**config.mk**
```make
export PLATFORM = sky130hd
export DESIGN_NAME = tcp_passive_connection_responder_unit_flat
export DESIGN_NICKNAME = d
export VERILOG_FILES = /design/src/rtl/tpcr_pkg.sv /design/src/rtl/tpcr_if.sv /design/src/rtl/tcp_passive_connection_responder_unit.sv /design/src/rtl/tpcr_ctrl.sv /design/src/rtl/tpcr_dp.sv /design/src/flat_wrapper.sv
export SDC_FILE = /design/constraint.sdc
export NUM_CORES = 2
export LEC_CHECK = 0
export BUFFER_PORTS_ARGS = -buffer_cell sky130_fd_sc_hd__buf_2
export CORE_AREA = 10 10 329 331
export DETAILED_ROUTE_END_ITERATION = 12
export DIE_AREA = 0 0 339 341
export PLACE_DENSITY = 0.76
export REMOVE_ABC_BUFFERS = 1
export SLEW_MARGIN = 20
export SYNTH_ARGS = -nofsm -noshare
export SYNTH_HDL_FRONTEND = slang
export SYNTH_HIERARCHICAL = 1
export SYNTH_SLANG_ARGS = --single-unit
```
**constraint.sdc**
```tcl
create_clock -name clk_i -period 45 [get_ports clk_i]
set_input_delay 9 -clock clk_i [delete_from_list [all_inputs] [get_ports clk_i]]
set_output_delay 9 -clock clk_i [all_outputs]
set_load 0.02 [all_outputs]
```
**src/rtl/tpcr_pkg.sv**
```systemverilog
`timescale 1ns / 1ps
`default_nettype none
package tpcr_pkg;
  localparam int NumConn = 8;
  localparam int SlotW = $clog2(NumConn);

  localparam logic [1:0] ST_FREE = 2'd0;
  localparam logic [1:0] ST_SYNRCVD = 2'd1;
  localparam logic [1:0] ST_ESTAB = 2'd2;
  localparam logic [1:0] ST_LASTACK = 2'd3;

  localparam logic [1:0] KIND_RST = 2'd0;
  localparam logic [1:0] KIND_SYNACK = 2'd1;
  localparam logic [1:0] KIND_ACK = 2'd2;
  localparam logic [1:0] KIND_FINACK = 2'd3;

  localparam logic [2:0] EV_NONE = 3'd0;
  localparam logic [2:0] EV_OPENED = 3'd1;
  localparam logic [2:0] EV_ESTAB = 3'd2;
  localparam logic [2:0] EV_CLOSING = 3'd3;
  localparam logic [2:0] EV_CLOSED = 3'd4;

  localparam logic [1:0] REG_LOCAL_IP = 2'd0;
  localparam logic [1:0] REG_LISTEN_PORT = 2'd1;
  localparam logic [1:0] REG_WINDOW = 2'd2;

  typedef struct packed {
    logic [31:0] src_ip;
    logic [15:0] src_port;
    logic [15:0] dst_port;
    logic [31:0] seq_in;
    logic [31:0] ack_in;
    logic        flag_ack;
    logic        flag_psh;
    logic        flag_syn;
    logic        flag_fin;
    logic [15:0] payload_len;
  } seg_t;

  typedef struct packed {
    logic        send_segment;
    logic [1:0]  reply_kind;
    logic [31:0] reply_dst_ip;
    logic [15:0] reply_dst_port;
    logic [15:0] reply_src_port;
    logic [31:0] reply_seq;
    logic [31:0] reply_ack;
    logic [15:0] reply_checksum;
    logic [15:0] delivered_len;
    logic [2:0]  conn_slot;
    logic [2:0]  conn_event;
  } reply_t;

  // Controller to datapath.
  typedef struct packed {
    logic capture;
    logic lookup;
    logic decide;
    logic sum;
    logic finish;
  } dp_cmd_t;

  typedef struct packed {
    logic out_full;
  } dp_sts_t;

  function automatic logic [15:0] hdr_flags(input logic [1:0] kind);
    logic [15:0] f;
    unique case (kind)
      KIND_RST:    f = 16'h5014;
      KIND_SYNACK: f = 16'h5012;
      KIND_ACK:    f = 16'h5010;
      default:     f = 16'h5011;
    endcase
    return f;
  endfunction
endpackage
`default_nettype wire

```
**src/rtl/tpcr_if.sv**
```systemverilog
`timescale 1ns / 1ps
`default_nettype none
interface tpcr_seg_if;
  logic valid;
  logic ready;
  tpcr_pkg::seg_t data;
  modport source(output valid, output data, input ready);
  modport sink(input valid, input data, output ready);
endinterface

interface tpcr_reply_if;
  logic valid;
  logic ready;
  tpcr_pkg::reply_t data;
  modport source(output valid, output data, input ready);
  modport sink(input valid, input data, output ready);
endinterface
`default_nettype wire

```
**src/rtl/tcp_passive_connection_responder_unit.sv**
```systemverilog
`timescale 1ns / 1ps
`default_nettype none
// Channel   Direction  Payload             Handshake
// seg_if    in         tpcr_pkg::seg_t     valid/ready
// rep_if    out        tpcr_pkg::reply_t   valid/ready
// cfg       in         index 2b, data 32b  write enable only
//
// The acceptance edge captures the segment; its reply reaches the output
// register after table lookup, decision and table write, checksum sum and
// checksum fold. The core then returns to idle, so the next segment is not
// taken until the previous reply is loaded. A stalled sink holds the core
// in its last step. Reset clears the slot states, local IP and listen port
// and sets the window to 8192; slot contents need no clearing.
module tcp_passive_connection_responder_unit (
  input  wire logic        clk_i,
  input  wire logic        rst_ni,
  tpcr_seg_if.sink         seg_if,
  tpcr_reply_if.source     rep_if,
  input  wire logic        cfg_we_i,
  input  wire logic [1:0]  cfg_idx_i,
  input  wire logic [31:0] cfg_wdata_i
);
  tpcr_pkg::dp_cmd_t cmd;
  tpcr_pkg::dp_sts_t sts;

  // The controller sequences each item through the datapath steps.
  tpcr_ctrl u_ctrl (
    .clk_i      (clk_i),
    .rst_ni     (rst_ni),
    .in_valid_i (seg_if.valid),
    .in_ready_o (seg_if.ready),
    .sts_i      (sts),
    .cmd_o      (cmd)
  );

  // The datapath holds the table, configuration and reply register.
  tpcr_dp u_dp (
    .clk_i       (clk_i),
    .rst_ni      (rst_ni),
    .cmd_i       (cmd),
    .sts_o       (sts),
    .seg_i       (seg_if.data),
    .cfg_we_i    (cfg_we_i),
    .cfg_idx_i   (cfg_idx_i),
    .cfg_wdata_i (cfg_wdata_i),
    .out_valid_o (rep_if.valid),
    .out_ready_i (rep_if.ready),
    .out_data_o  (rep_if.data)
  );
endmodule
`default_nettype wire

```
**src/rtl/tpcr_ctrl.sv**
```systemverilog
`timescale 1ns / 1ps
`default_nettype none
module tpcr_ctrl (
  input  wire logic              clk_i,
  input  wire logic              rst_ni,
  input  wire logic              in_valid_i,
  output logic                   in_ready_o,
  input  wire tpcr_pkg::dp_sts_t sts_i,
  output tpcr_pkg::dp_cmd_t      cmd_o
);
  localparam logic [2:0] S_IDLE = 3'd0;
  localparam logic [2:0] S_LOOK = 3'd1;
  localparam logic [2:0] S_DEC  = 3'd2;
  localparam logic [2:0] S_SUM  = 3'd3;
  localparam logic [2:0] S_WAIT = 3'd4;

  logic [2:0] state_q, state_d;

  always_comb begin
    state_d = state_q;
    cmd_o = '0;
    in_ready_o = 1'b0;
    unique case (state_q)
      S_IDLE: begin
        in_ready_o = 1'b1;
        if (in_valid_i) begin
          cmd_o.capture = 1'b1;
          state_d = S_LOOK;
        end
      end
      S_LOOK: begin
        cmd_o.lookup = 1'b1;
        state_d = S_DEC;
      end
      S_DEC: begin
        cmd_o.decide = 1'b1;
        state_d = S_SUM;
      end
      S_SUM: begin
        cmd_o.sum = 1'b1;
        state_d = S_WAIT;
      end
      S_WAIT: begin
        if (!sts_i.out_full) begin
          cmd_o.finish = 1'b1;
          state_d = S_IDLE;
        end
      end
      default: state_d = S_IDLE;
    endcase
  end

  always_ff @(posedge clk_i or negedge rst_ni) begin
    if (!rst_ni) begin
      state_q <= S_IDLE;
    end else begin
      state_q <= state_d;
    end
  end
endmodule
`default_nettype wire

```
**src/rtl/tpcr_dp.sv**
```systemverilog
`timescale 1ns / 1ps
`default_nettype none
module tpcr_dp (
  input  wire logic              clk_i,
  input  wire logic              rst_ni,
  input  wire tpcr_pkg::dp_cmd_t cmd_i,
  output tpcr_pkg::dp_sts_t      sts_o,
  input  wire tpcr_pkg::seg_t    seg_i,
  input  wire logic              cfg_we_i,
  input  wire logic [1:0]        cfg_idx_i,
  input  wire logic [31:0]       cfg_wdata_i,
  output logic                   out_valid_o,
  input  wire logic              out_ready_i,
  output tpcr_pkg::reply_t       out_data_o
);
  localparam int N = tpcr_pkg::NumConn;
  localparam int SW = tpcr_pkg::SlotW;

  logic [31:0] local_ip_q;
  logic [15:0] listen_port_q, window_q;

  logic [1:0]  st_q [N];
  logic [31:0] rip_q [N];
  logic [15:0] rport_q [N];
  logic [31:0] sseq_q [N];
  logic [31:0] rack_q [N];

  tpcr_pkg::seg_t seg_q;
  logic          hit_q, free_ok_q;
  logic [SW-1:0] hit_idx_q, free_idx_q;
  tpcr_pkg::reply_t res_q, out_q;
  logic [19:0]   sum_q;
  logic          out_v_q;

  // Lookup: priority search over the slots.
  logic          hit_c, free_ok_c;
  logic [SW-1:0] hit_idx_c, free_idx_c;
  always_comb begin
    hit_c = 1'b0;
    free_ok_c = 1'b0;
    hit_idx_c = '0;
    free_idx_c = '0;
    for (int i = N - 1; i >= 0; i--) begin
      if (st_q[i] != tpcr_pkg::ST_FREE) begin
        if (rip_q[i] == seg_q.src_ip && rport_q[i] == seg_q.src_port) begin
          hit_c = 1'b1;
          hit_idx_c = SW'(i);
        end
      end else begin
        free_ok_c = 1'b1;
        free_idx_c = SW'(i);
      end
    end
  end

  // Decision on the looked-up slot.
  tpcr_pkg::reply_t dec_c;
  logic          wr_c;
  logic [SW-1:0] wr_idx_c;
  logic [1:0]    wr_st_c;
  logic [31:0]   wr_rip_c, wr_sseq_c, wr_rack_c;
  logic [15:0]   wr_rport_c;
  logic [31:0]   hs_seq;
  always_comb begin
    dec_c = '0;
    wr_c = 1'b0;
    wr_idx_c = hit_idx_q;
    wr_st_c = st_q[hit_idx_q];
    wr_rip_c = rip_q[hit_idx_q];
    wr_rport_c = rport_q[hit_idx_q];
    wr_sseq_c = sseq_q[hit_idx_q];
    wr_rack_c = rack_q[hit_idx_q];
    hs_seq = sseq_q[hit_idx_q];
    if (!hit_q) begin
      if (seg_q.dst_port == listen_port_q && seg_q.flag_syn) begin
        if (free_ok_q) begin
          wr_c = 1'b1;
          wr_idx_c = free_idx_q;
          wr_st_c = tpcr_pkg::ST_SYNRCVD;
          wr_rip_c = seg_q.src_ip;
          wr_rport_c = seg_q.src_port;
          wr_sseq_c = '0;
          wr_rack_c = seg_q.seq_in + 32'd1;
          dec_c.send_segment = 1'b1;
          dec_c.reply_kind = tpcr_pkg::KIND_SYNACK;
          dec_c.reply_ack = seg_q.seq_in + 32'd1;
          dec_c.conn_slot = 3'(free_idx_q);
          dec_c.conn_event = tpcr_pkg::EV_OPENED;
        end
      end else begin
        dec_c.send_segment = 1'b1;
        dec_c.reply_kind = tpcr_pkg::KIND_RST;
        dec_c.reply_ack = seg_q.seq_in + 32'd1;
      end
    end else begin
      dec_c.conn_slot = 3'(hit_idx_q);
      unique case (st_q[hit_idx_q])
        tpcr_pkg::ST_SYNRCVD: begin
          wr_c = 1'b1;
          wr_sseq_c = seg_q.ack_in;
          wr_st_c = tpcr_pkg::ST_ESTAB;
          dec_c.conn_event = tpcr_pkg::EV_ESTAB;
        end
        tpcr_pkg::ST_ESTAB: begin
          if ((seg_q.flag_ack || seg_q.flag_psh) && seg_q.payload_len != 16'd0) begin
            wr_c = 1'b1;
            wr_rack_c = seg_q.seq_in + 32'(seg_q.payload_len);
            dec_c.send_segment = 1'b1;
            dec_c.reply_kind = tpcr_pkg::KIND_ACK;
            dec_c.reply_seq = hs_seq;
            dec_c.reply_ack = seg_q.seq_in + 32'(seg_q.payload_len);
            dec_c.delivered_len = seg_q.payload_len;
          end else if (seg_q.flag_fin) begin
            wr_c = 1'b1;
            wr_st_c = tpcr_pkg::ST_LASTACK;
            dec_c.send_segment = 1'b1;
            dec_c.reply_kind = tpcr_pkg::KIND_FINACK;
            dec_c.reply_seq = hs_seq;
            dec_c.reply_ack = seg_q.seq_in + 32'd1;
            dec_c.conn_event = tpcr_pkg::EV_CLOSING;
          end
        end
        default: begin
          if (seg_q.flag_ack && seg_q.ack_in == hs_seq + 32'd1) begin
            wr_c = 1'b1;
            wr_st_c = tpcr_pkg::ST_FREE;
            dec_c.conn_event = tpcr_pkg::EV_CLOSED;
          end
        end
      endcase
    end
    if (dec_c.send_segment) begin
      dec_c.reply_dst_ip = seg_q.src_ip;
      dec_c.reply_dst_port = seg_q.src_port;
      dec_c.reply_src_port = seg_q.dst_port;
    end
  end

  // Checksum split in two: a wide sum of the 16-bit words, then the fold.
  logic [19:0] sum_c;
  always_comb begin
    sum_c = 20'(local_ip_q[31:16]) + 20'(local_ip_q[15:0])
          + 20'(res_q.reply_dst_ip[31:16]) + 20'(res_q.reply_dst_ip[15:0])
          + 20'd26 + 20'(res_q.reply_src_port) + 20'(res_q.reply_dst_port)
          + 20'(res_q.reply_seq[31:16]) + 20'(res_q.reply_seq[15:0])
          + 20'(res_q.reply_ack[31:16]) + 20'(res_q.reply_ack[15:0])
          + 20'(tpcr_pkg::hdr_flags(res_q.reply_kind)) + 20'(window_q);
  end
  logic [16:0] f1;
  logic [15:0] f2;
  always_comb begin
    f1 = 17'(sum_q[15:0]) + 17'(sum_q[19:16]);
    f2 = f1[15:0] + 16'(f1[16]);
  end

  // Final reply with its checksum, loaded into the output register.
  tpcr_pkg::reply_t fin_c;
  always_comb begin
    fin_c = res_q;
    fin_c.reply_checksum = res_q.send_segment ? ~f2 : 16'd0;
  end

  always_ff @(posedge clk_i or negedge rst_ni) begin
    if (!rst_ni) begin
      local_ip_q <= '0;
      listen_port_q <= '0;
      window_q <= 16'd8192;
      out_v_q <= 1'b0;
      for (int i = 0; i < N; i++) st_q[i] <= tpcr_pkg::ST_FREE;
    end else begin
      if (cfg_we_i) begin
        unique case (cfg_idx_i)
          tpcr_pkg::REG_LOCAL_IP:    local_ip_q <= cfg_wdata_i;
          tpcr_pkg::REG_LISTEN_PORT: listen_port_q <= cfg_wdata_i[15:0];
          tpcr_pkg::REG_WINDOW:      window_q <= cfg_wdata_i[15:0];
          default: ;
        endcase
      end
      if (cmd_i.decide && wr_c) st_q[wr_idx_c] <= wr_st_c;
      if (cmd_i.finish) begin
        out_v_q <= 1'b1;
      end else if (out_ready_i) begin
        out_v_q <= 1'b0;
      end
    end
  end

  always_ff @(posedge clk_i) begin
    if (cmd_i.capture) seg_q <= seg_i;
    if (cmd_i.lookup) begin
      hit_q <= hit_c;
      free_ok_q <= free_ok_c;
      hit_idx_q <= hit_idx_c;
      free_idx_q <= free_idx_c;
    end
    if (cmd_i.decide) begin
      res_q <= dec_c;
      if (wr_c) begin
        rip_q[wr_idx_c] <= wr_rip_c;
        rport_q[wr_idx_c] <= wr_rport_c;
        sseq_q[wr_idx_c] <= wr_sseq_c;
        rack_q[wr_idx_c] <= wr_rack_c;
      end
    end
    if (cmd_i.sum) sum_q <= sum_c;
    if (cmd_i.finish) out_q <= fin_c;
  end

  assign sts_o.out_full = out_v_q && !out_ready_i;
  assign out_valid_o = out_v_q;
  assign out_data_o = out_q;
endmodule
`default_nettype wire

```
**src/flat_wrapper.sv**
```systemverilog
// flat-port wrapper written by rule: the top's interface ports become plain ports
module tcp_passive_connection_responder_unit_flat 
  (clk_i, rst_ni, cfg_we_i, cfg_idx_i, cfg_wdata_i, seg_if_valid, seg_if_data, seg_if_ready, rep_if_valid, rep_if_data, rep_if_ready);
  tpcr_seg_if seg_if_i ();
  tpcr_reply_if rep_if_i ();
  input  wire logic clk_i;
  input  wire logic rst_ni;
  input  wire logic cfg_we_i;
  input  wire logic [1:0] cfg_idx_i;
  input  wire logic [31:0] cfg_wdata_i;
  input wire logic [$bits(seg_if_i.valid)-1:0] seg_if_valid;
  input wire logic [$bits(seg_if_i.data)-1:0] seg_if_data;
  output wire logic [$bits(seg_if_i.ready)-1:0] seg_if_ready;
  output wire logic [$bits(rep_if_i.valid)-1:0] rep_if_valid;
  output wire logic [$bits(rep_if_i.data)-1:0] rep_if_data;
  input wire logic [$bits(rep_if_i.ready)-1:0] rep_if_ready;
  assign seg_if_i.valid = seg_if_valid;
  assign seg_if_i.data = seg_if_data;
  assign seg_if_ready = seg_if_i.ready;
  assign rep_if_valid = rep_if_i.valid;
  assign rep_if_data = rep_if_i.data;
  assign rep_if_i.ready = rep_if_ready;
  tcp_passive_connection_responder_unit u_core (.clk_i(clk_i), .rst_ni(rst_ni), .seg_if(seg_if_i), .rep_if(rep_if_i), .cfg_we_i(cfg_we_i), .cfg_idx_i(cfg_idx_i), .cfg_wdata_i(cfg_wdata_i));
endmodule
```
==> qor_table.md <==
| Group | Result | This run |
|:---|:---|:---|
| run status | Result of the run | finished clean |
| final layout | Most frequent cells in the layout | 1138 x edfxtp_1, 356 x buf_2, 317 x inv_1 |
| sta | Headroom to the max-slew limit | 18.6% |
| global route | Antenna violations before repair | 6 |
| global route | Wire length of the first global-routing pass | 248000 µm |
| clock tree | Count of hold-fix buffers inserted at cts | 0 |
| final layout | N_diodes | 0 |
| floorplan | Die outline area | 0.116 mm² |
| clock tree | Cts repair resizes | 0 |
| drt | DRC Markers | 0 |
| synth | Avg Inst Size Synth | 14.7 µm² |
| synth | Top_reg_cell synth | edfxtp_1 |
| floorplan | Rows | 117 |
| sta | Hold WS | 0.421 ns |
| drt | Wirelength, routed | 171000 µm |
| drt | TritonRoute pass-1 iters | 6 |
| sta | Unrepaired setup endpoints after global routing | false |
| worst setup path | Stages on the worst setup path | 2 |
| global route | Number of global-route vias before repair | 36000 |
| final layout | Final Instance Area | 0.0657 mm² |
| min path | Worst min-delay path class | reg2reg |
| sta | Minimum period implied by the final worst setup slack | 10.58 ns |
| clock tree | Post-CTS setup repair buffer count | 0 |
| drt | Total vias in the final route | 36600 |
| sta | Final worst-path cycle share | 23.5% |
| drt | Number of violations reported at the end of detailed-routing iteration 0 | 5139 |
| synth | Main area contributors after synthesis | edfxtp_1 58%, mux4_2 6.2%, fa_1 5.0%, dfrtp_1 3.5%, xor2_1 3.5% |
| min path | Worst hold stages | 0 |
| worst setup path | Cell family with most CP delay | flip-flops |
| global route | Overflow left after global routing | 0 |
| final layout | Fin nets | 4732 |
| placed design | Dpl hpwl | 124000 µm |
| sta | Fin Setup TNS | 0 ns |
| synth | Area share of the leading cell type in the synthesized netlist | 58.4% |
| placed design | # port buffers | 357 |
| final layout | Combined area of the multi-input logic cells | 0.0204 mm² |
| worst setup path | Setup crit start kind | flop |
| clock tree | Clock buffer count from CTS | 121 |
| worst setup path | End of the worst register-to-register path | u_core/u_dp/rip_q[6][0] |
| placed design | Final estimated routing congestion in global placement | 1.04 |
| clock tree | Clock-pin slew of the registers on the worst-case setup and hold paths | 0.06 ns |
| synth | Biggest area consumer among synthesized cells | edfxtp_1 |
| placed design | Instance area after placement | 0.0619 mm² |
| final layout | FILL cells | 7154 |
| worst setup path | Worst path buffer plus inverter count | 1 |
| clock tree | Root buffer selected by CTS | clkbuf_16 |
| clock tree | Buffer depth of the longest clock path | 3 |
| global route | All-Layer GR Usage | 29.1% |
| clock tree | Sink Count | 1225 |
| synth | Flip-flop and latch count after synthesis | 1225 |
| worst setup path | Slowest Stage Delay on Critical Path | 0.47 ns |
| synth | Number of synthesized flops with an enable pin | 1138 |
| final layout | Most common library cell in the layout ignoring fill and taps | edfxtp_1 |
| synth | Post-synthesis cell area | 0.0585 mm² |
| clock tree | Clock latency on the worst-skew pair | 0.71 ns |
| drt | Detail-routed net length per standard cell | 29.5 µm |
| floorplan | Starting density of the core | 57.7% |
| worst setup path | Maximum fanout count along the critical path | 8 |
| synth | Post-synth ARST share | 6.86% |
| sta | Slew at the pin closest to its max-slew limit | 1.21 ns |
| worst setup path | Number of cells on the worst reg-to-reg path | 14 |
| sta | Max-slew violation total from the final report | 0 |
| sta | Worst clock skew | 0.0261 ns |
| synth | Count of warnings emitted by yosys | 6 |
| drt | Number of nets with antenna violations after detailed routing | 0 |
| sta | Final setup violation count | 0 |
| final layout | Area growth from synthesis to final layout | 12.3% |
| final layout | Fraction of layout cells with a size suffix above 1 | 19.1% |
| clock tree | CTS tree | yes |
| synth | Synth unique cells | 87 |
| flow run | Max Cap Violations | 0 |
| worst setup path | Endpoint of the worst setup timing path | seg_if_ready |
| global route | Largest net degree at the start of global routing | 169 |
| sta | Highest clock rate | 94.5 MHz |
| drt | Routed vias/inst | 6.31 |
| worst setup path | Data arrival time at the worst-slack endpoint | 1.58 ns |
| worst setup path | List of cells traversed by the critical path | nor3_2 -> buf_2 |
| synth | Synth Instances | 3978 |
| worst setup path | Startpoint of the worst setup timing path | u_core/u_ctrl/state_q[2] |
| floorplan | Chip width | 339 µm |
| worst setup path | Worst Setup End Kind | output port |
| floorplan | Die outline height | 341 µm |
| worst setup path | Setup CP Type | reg2out |
| synth | Register area share after synthesis | 62.1% |
| worst setup path | CP max stage cell | dfrtp_1 |
| floorplan | Core region area | 0.101 mm² |
| floorplan | Number of placed I/O pins | 358 |
| clock tree | H-tree lvl count | 3 |
| worst setup path | Setup slack of the worst register-to-register path | 37.38 ns |
| sta | Count of endpoints failing hold in the final timing report | 0 |
| worst setup path | Worst Path Required | 36.00 ns |
| final layout | Storage element area | 0.0363 mm² |
==> how the worst min path moves through the flow <==
stage | from | endpoint
floorplan | u_core/u_dp/fin_c[0] | u_core/u_dp/out_data_o[0]
global placement | u_core/u_dp/fin_c[20] | u_core/u_dp/out_data_o[20]
detailed placement | u_core/u_dp/fin_c[10] | u_core/u_dp/out_data_o[10]
CTS | u_core/u_dp/fin_c[10] | u_core/u_dp/out_data_o[10]
global route | u_core/u_dp/fin_c[17] | u_core/u_dp/out_data_o[17]
finish | u_core/u_dp/fin_c[20] | u_core/u_dp/out_data_o[20]
==> synth_stat cells (9+ instances only) <==
master,number
a21o_1,14
a21oi_1,132
o211ai_1,22
o21bai_1,12
and2_1,73
inv_1,317
and3_1,23
a31oi_1,12
buf_4,11
nor2b_1,17
fa_1,147
buf_2,18
a22o_1,10
mux2i_1,108
o31ai_1,34
mux4_2,160
edfxtp_1,1138
clkbuf_1,115
nand3b_1,15
dfrtp_1,83
nand2_1,182
xor2_1,233
nand3_1,72
o21ai_0,74
o22ai_1,41
nor3_1,45
xnor2_1,221
buf_1,26
ha_1,64
nand2b_1,9
nor4_1,85
nand4_1,73
nor2_1,155
or3_1,15
mux2_2,62
==> cell type report <==
type / count / share of cell area [%]
multi-input combinational: 2259 / 31.0
timing repair buffer: 406 / 3.34
clock buffer: 146 / 4.86
sequential: 1225 / 55.3
inverter: 321 / 1.83
clock inverter: 79 / 1.04
tap: 1368 / 2.60
==> cell families (layout without fill, tap and decap cells) <==
| group | after synthesis | count (layout) | synth area share, % |
|---|---|---|---|
| AOI/OAI and AO/OA | 456 | 456 | 5.02 |
| xor gates and xnor gates | 454 | 454 | 6.79 |
| adders and majority gates | 211 | 211 | 6.40 |
| buffers and inverters | 494 | 952 | 3.32 |
| DFF | 1225 | 1225 | 62.1 |
| muxes | 332 | 332 | 9.29 |
| and+or+nand+nor | 806 | 806 | 7.11 |
==> stage by stage <==
step           util, %  setup WS, ns  cells
2_1_floorplan        -         17.26   3805
3_3_place_gp      61.0         34.19   5579
3_5_place_dp      61.0         34.17   5579
4_1_cts           64.8         34.36   5804
5_1_grt           64.8         34.34   5804
6_report          64.8         34.42   5804
==> worst register-to-register path, delay by kind of cell (launching register included) <==
kind	cells	cell delay (ns)
flip-flops	1	0.57
multiplexers	1	0.46
AND/OR/NAND/NOR	5	2.10
AO/OA/AOI/OAI	4	1.09
buffers and inverters	4	2.99
==> per-layer routing <==
metal  vias up  part of all wire, %  global-route usage, %
li1      15500                    -                      -
met1     18300                   37                   38.7
met2      2453                   46                   45.0
met3       423                   12                   7.40
met4         4                  5.2                   13.7
met5         -                0.013                      0
==> state kept, by name (all words and copies together) (netlist names), 3 cells and up, named ones only <==
| signal | flops |
|---|---|
| u_core/u_ctrl/state_q | 3 |
| u_core/u_dp/sseq_q | 256 |
| u_core/u_dp/window_q | 16 |
| u_core/u_dp/out_data_o | 169 |
| u_core/u_dp/st_q | 16 |
| u_core/u_dp/rip_q | 256 |
| u_core/u_dp/rport_q | 128 |
| u_core/u_dp/fin_c | 153 |
| u_core/u_dp/free_idx_q | 3 |
| u_core/u_dp/hit_idx_q | 3 |
| u_core/u_dp/listen_port_q | 16 |
| u_core/u_dp/local_ip_q | 32 |
| u_core/u_dp/sum_q | 20 |
| u_core/u_dp/seg_q | 148 |
Power is not shown: default switching activity piles up to over one toggle a cycle in this logic, so the estimate is an artifact.
